`src/rtl/core/prt_pkg.sv`:
```
`default_nettype none
package prt_pkg;

    // Default client count and slot geometry (slots per client is a power of two)
    localparam int CLIENTS_DEF = 32;
    localparam int SLOTS_LOG2  = 3;
    localparam int SLOTS       = 1 << SLOTS_LOG2;

    localparam logic [30:0] TIMEOUT_RST = 31'd5000;
    localparam logic [31:0] RTT_NONE    = 32'hFFFF_FFFF;
    localparam logic [30:0] RTT_MAX     = 31'h7FFF_FFFF;
    localparam logic [8:0]  CNT_MAX     = 9'd511;

    // Request codes
    localparam logic [1:0] REQ_SEND  = 2'd0;
    localparam logic [1:0] REQ_PONG  = 2'd1;
    localparam logic [1:0] REQ_TICK  = 2'd2;
    localparam logic [1:0] REQ_QUERY = 2'd3;

    // Result kinds
    localparam logic [2:0] KIND_ISSUED   = 3'd0;
    localparam logic [2:0] KIND_MEASURED = 3'd1;
    localparam logic [2:0] KIND_IGNORED  = 3'd2;
    localparam logic [2:0] KIND_REPORTED = 3'd3;
    localparam logic [2:0] KIND_UNKNOWN  = 3'd4;
    localparam logic [2:0] KIND_TICK     = 3'd5;

    // Per-client entry
    typedef struct packed {
        logic        known;
        logic [31:0] next_id;
        logic [30:0] last_rtt;
    } client_ent_t;

    // Per-slot entry
    typedef struct packed {
        logic        valid;
        logic [31:0] tag;
        logic [31:0] stamp;
    } slot_ent_t;

endpackage
`default_nettype wire

```
`src/rtl/core/prt_client_mem.sv`:
```
`default_nettype none
module prt_client_mem #(
    parameter int DEPTH = prt_pkg::CLIENTS_DEF,
    parameter int AW    = 5
) (
    input  wire logic                aclk,
    input  wire logic                we,
    input  wire logic [AW-1:0]       waddr,
    input  wire prt_pkg::client_ent_t wdata,
    input  wire logic [AW-1:0]       raddr,
    output prt_pkg::client_ent_t     rdata
);

    prt_pkg::client_ent_t mem [DEPTH];
    prt_pkg::client_ent_t rdata_reg;

    // One write port, one registered read port
    always_ff @(posedge aclk) begin
        if (we) begin
            mem[waddr] <= wdata;
        end
        rdata_reg <= mem[raddr];
    end

    assign rdata = rdata_reg;

endmodule
`default_nettype wire

```
`config.mk`:
```
export PLATFORM = sky130hd
export DESIGN_NAME = prt_client_mem
export DESIGN_NICKNAME = d
export VERILOG_FILES = /design/src/rtl/core/prt_pkg.sv /design/src/rtl/core/prt_client_mem.sv
export SDC_FILE = /design/constraint.sdc
export NUM_CORES = 2
export LEC_CHECK = 0
export BUFFER_PORTS_ARGS = -buffer_cell sky130_fd_sc_hd__buf_2
export CORE_MARGIN = 2
export CORE_UTILIZATION = 45
export DETAILED_ROUTE_END_ITERATION = 7
export HOLD_SLACK_MARGIN = 0.08
export PLACE_DENSITY = 0.71
export SLEW_MARGIN = 20
export SYNTH_ARGS = -nofsm -noshare
export SYNTH_HDL_FRONTEND = slang
export SYNTH_SLANG_ARGS = --single-unit
```
`constraint.sdc`:
```
create_clock -name aclk -period 6 [get_ports aclk]
set_input_delay 0.9 -clock aclk [delete_from_list [all_inputs] [get_ports aclk]]
set_output_delay 0.9 -clock aclk [all_outputs]
set_load 0.03 [all_outputs]
```
======== After elaboration in Yosys (flattened, before gate mapping) ========
Memory sizes are Yosys's and may differ from the RTL's. A register that Yosys moved wholly into a read port is not among the register bits.
Index checks and enable logic that the tools add are counted.
cells by class
  multiplexer cells ....................... 2
operators with widths
  cell               count
  two-way mux 1 bit  2
word-level totals
  flip-flop bits (word level) ............. 0
  memory bits (writable) .................. 2048
  input port bits ......................... 76
  output and inout bits ................... 64
  memories ................................ 1
memory list
  memory  depth  bits a word  read ports  clocked after memory_dff  wr ports  RTL line              text
  mem     32     64           1           1                         1         prt_client_mem.sv:14  prt_pkg::client_ent_t mem [DEPTH];

======== Depth between registers and ports, before layout ========
  depth after elaboration ................. 2
  depth in mapped cells ................... 9
  depth with buffers taken out ............ 4

======== Least setup slack after synthesis ========
No wires, ideal clock.
  kind .................................... input to register
  from .................................... in waddr[1]
  to ...................................... mem mem[12][0] (netlist bit), enable pin
  data arrival time ....................... 4236 ps
  data required time ...................... 5514 ps
  path slack .............................. 1278 ps
  stages .................................. 3
  path buffers ............................ 1
  cell sequence ........................... or3b_2 -> clkbuf_1 -> nor2_1
RTL lines
  what         RTL line              text
  from (decl)  prt_client_mem.sv:8   input wire logic [AW-1:0] waddr,
  to (decl)    prt_client_mem.sv:14
No word-level cell before the write port.

======== Worst setup path after layout ========
  from .................................... in we
  to ...................................... mem mem[31][13] (netlist bit), enable pin
between the ends
  word-level cells in the longest chain between the ends .. 2
ends and longest elaborated chain
  what                                     RTL line              text
  from (decl)                              prt_client_mem.sv:7   input wire logic we,
  two-way mux 1 bit                        prt_client_mem.sv:19  if (we) begin
  two-way mux 1 bit (implied by the code)  prt_client_mem.sv:20  mem[waddr] <= wdata;
No other way between the ends.

==> reports/metrics.cfg <==
[sta]
setup_viol_count_final = 0
max_freq_ghz = 0.336
post-route-period-util_pct = 49.6
finalWorstSetupSlack_ns = 3.02
max-slew-margin-rel_pct = 25.1
slew_viol_final = 0
rsz0062_at_grt = false
timing.setup.tns_ns = 0
fin_crit_ns = 2.98
whs_ns = 0.578
tightest_slew_ns = 1.12
hold_violations = 0
skew_ns = 0.0174

[yosys]
synth_seq_cells = 2112
ys_types = 31
synth_area_per_cell_um2 = 25.5
yosysSeqAreaShare_pct = 79.5
synth.top_cell.area_share_pct = 77.9
syn_nets = 3173
yosysWarnings = 0
syn_inst = 3097
yosysTopAreaCell = edfxtp_1
syn-cell-area_um2 = 79000
synth_area_leaders = edfxtp_1 78%, mux4_2 17%, dfxtp_1 1.6%

[power_and_ir_drop]
p_leak_nw = 27.7
power.density_nw_per_um2 = 335
p_total_mw = 29.9
vdd_drop_max_mv = 0.274

[finish]
final_core_utilization_pct = 51.3
nFillCells = 13200
largest_reg_flops = 2048
final_cell_mix = 2048 x edfxtp_1, 602 x mux4_2, 196 x clkbuf_16, 134 x buf_2, 74 x mux2_2
final_cell_area_um2 = 89300
stdcell_count = 5856
final_common_cell = edfxtp_1
drive_gt1_share_pct = 34.4
final_nets = 3436
syn2layout_area_growth_pct = 13.1

[drt]
drtIter0Drc = 4893
route.detailed.drc = 0
wl_per_cell_um = 31.4
firstDrtPassIters = 5
vias = 35400
routed_wl_um = 184000
viasPerCell = 6.04
postRouteAntennaNets = 0

[floorplanning]
die-width_um = 423
rows = 153
io_pins = 140
die_h_um = 423
initial_core_util_pct = 45.3
core_um2 = 174000
dieArea_um2 = 179000

[clock_network]
postCtsSetupBuffers = 0
cts_tree = built
cts_made_buffers = 192
clk_latency_ns = 0.81
clkTransAtPathRegs_ns = 0.06
cts_root_buf = clkbuf_16
htreeDepth = 4
post_cts_resized = 0
clock-sinks = 2112
holdBufCountCts = 0
cts_max_path_buffers = 3

[placement]
routabilityCongestion = 0.734
post-place-ws_ns = 2.21
port_buffers = 139
hpwl_um = 90900
dp.cells = 5491
placed_area_um2 = 83200

[critical_path]
required_ns = 6.44
cp_num_buf_inv = 2
critPathLaunchType = primary input
worst-path-max-fanout = 24
cp.arrival_ns = 3.41
max_stage_delay_ns = 1.12
slowest_stage = nor2_4
cp_cell_sequence = buf_2 > nand3_1 > nor2_4 > buf_4
endpoint_kind = flop
worst_path_dominant_cell_family = simple AND/OR/NAND/NOR gates
path_class = in2reg

[global_routing]
grt_max_degree = 81
track_usage_pct = 20.6
antenna_found_initial = 17
grt_pass1_vias = 36100
grt_pass1_wl_um = 263000
gr-total-overflow = 0

[flow_run]
maxCapViolCount = 0

[outcome]
status = completed

[min_path]
hold_class = in2reg

[Yosys cell counts, drive strengths merged]
cell and number:
edfxtp 2048, mux4 602, buf 101, mux2 74
dfxtp 64, clkbuf 55, nor2 41, mux2i 38
a221oi 12, o22ai 10, o21ai 9, nand3b 5
and2 4, nor2b 4, a211oi 3, a22oi 3
nand2 3, o211ai 3, o221ai 3, o2bb2ai 3
o31a 3, nand2b 2, nand3 2, or3b 2
a22o 1, inv 1, or3 1
[layout make-up]
cell class	count	area [um^2]	area share, %
clock inverters	115	926	1.04
clock buffers	247	5170	5.79
diodes	3	7.51	0.00841
repair buffers	225	1820	2.04
multi-input cells	828	15700	17.6
flip-flops and latches	2112	62800	70.3
well taps	2325	2910	3.26
inverters	1	3.75	0.00420
[worst paths after layout]
path / to / slack, ns / cells past startpoint / startpoint
worst max-delay path: mem[31][13] / 3.02 / 4 / we
worst min-delay path: mem[18][61] / 0.58 / 1 / wdata[61]
worst max register to register: rdata[24] / 4.16 / 3 / mem[30][24]
worst min register to register: rdata[13] / 0.76 / 3 / mem[4][13]
[power by group]
group	leakage, nW	switching (mW)	internal [mW]
sequential	19.0	0.0911	16.4
combinational	5.65	0.889	0.621
clock	3.02	5.28	6.61
total	27.7	6.26	23.6
[logic make-up (layout without fill, tap and decap cells)]
kind of cell / count (synthesis) / after routing / synth area share [%]
flops: 2112 / 2112 / 79.5
mux: 714 / 714 / 18.7
buf+inv: 157 / 588 / 0.944
simple gates: 64 / 64 / 0.379
compound gates: 50 / 50 / 0.466
other cells: 0 / 3 / 0
[per-layer routing]
metal	vias up	part of all wire, %	wire [um]	GRT usage (%)
li1	14000	-	-	-
met1	19300	39	71400	28.6
met2	1773	51	94500	34.6
met3	256	7.7	14200	2.93
met4	6	2.0	3770	5.05
met5	-	0.022	41	0
(Power assumes the default switching activity.)
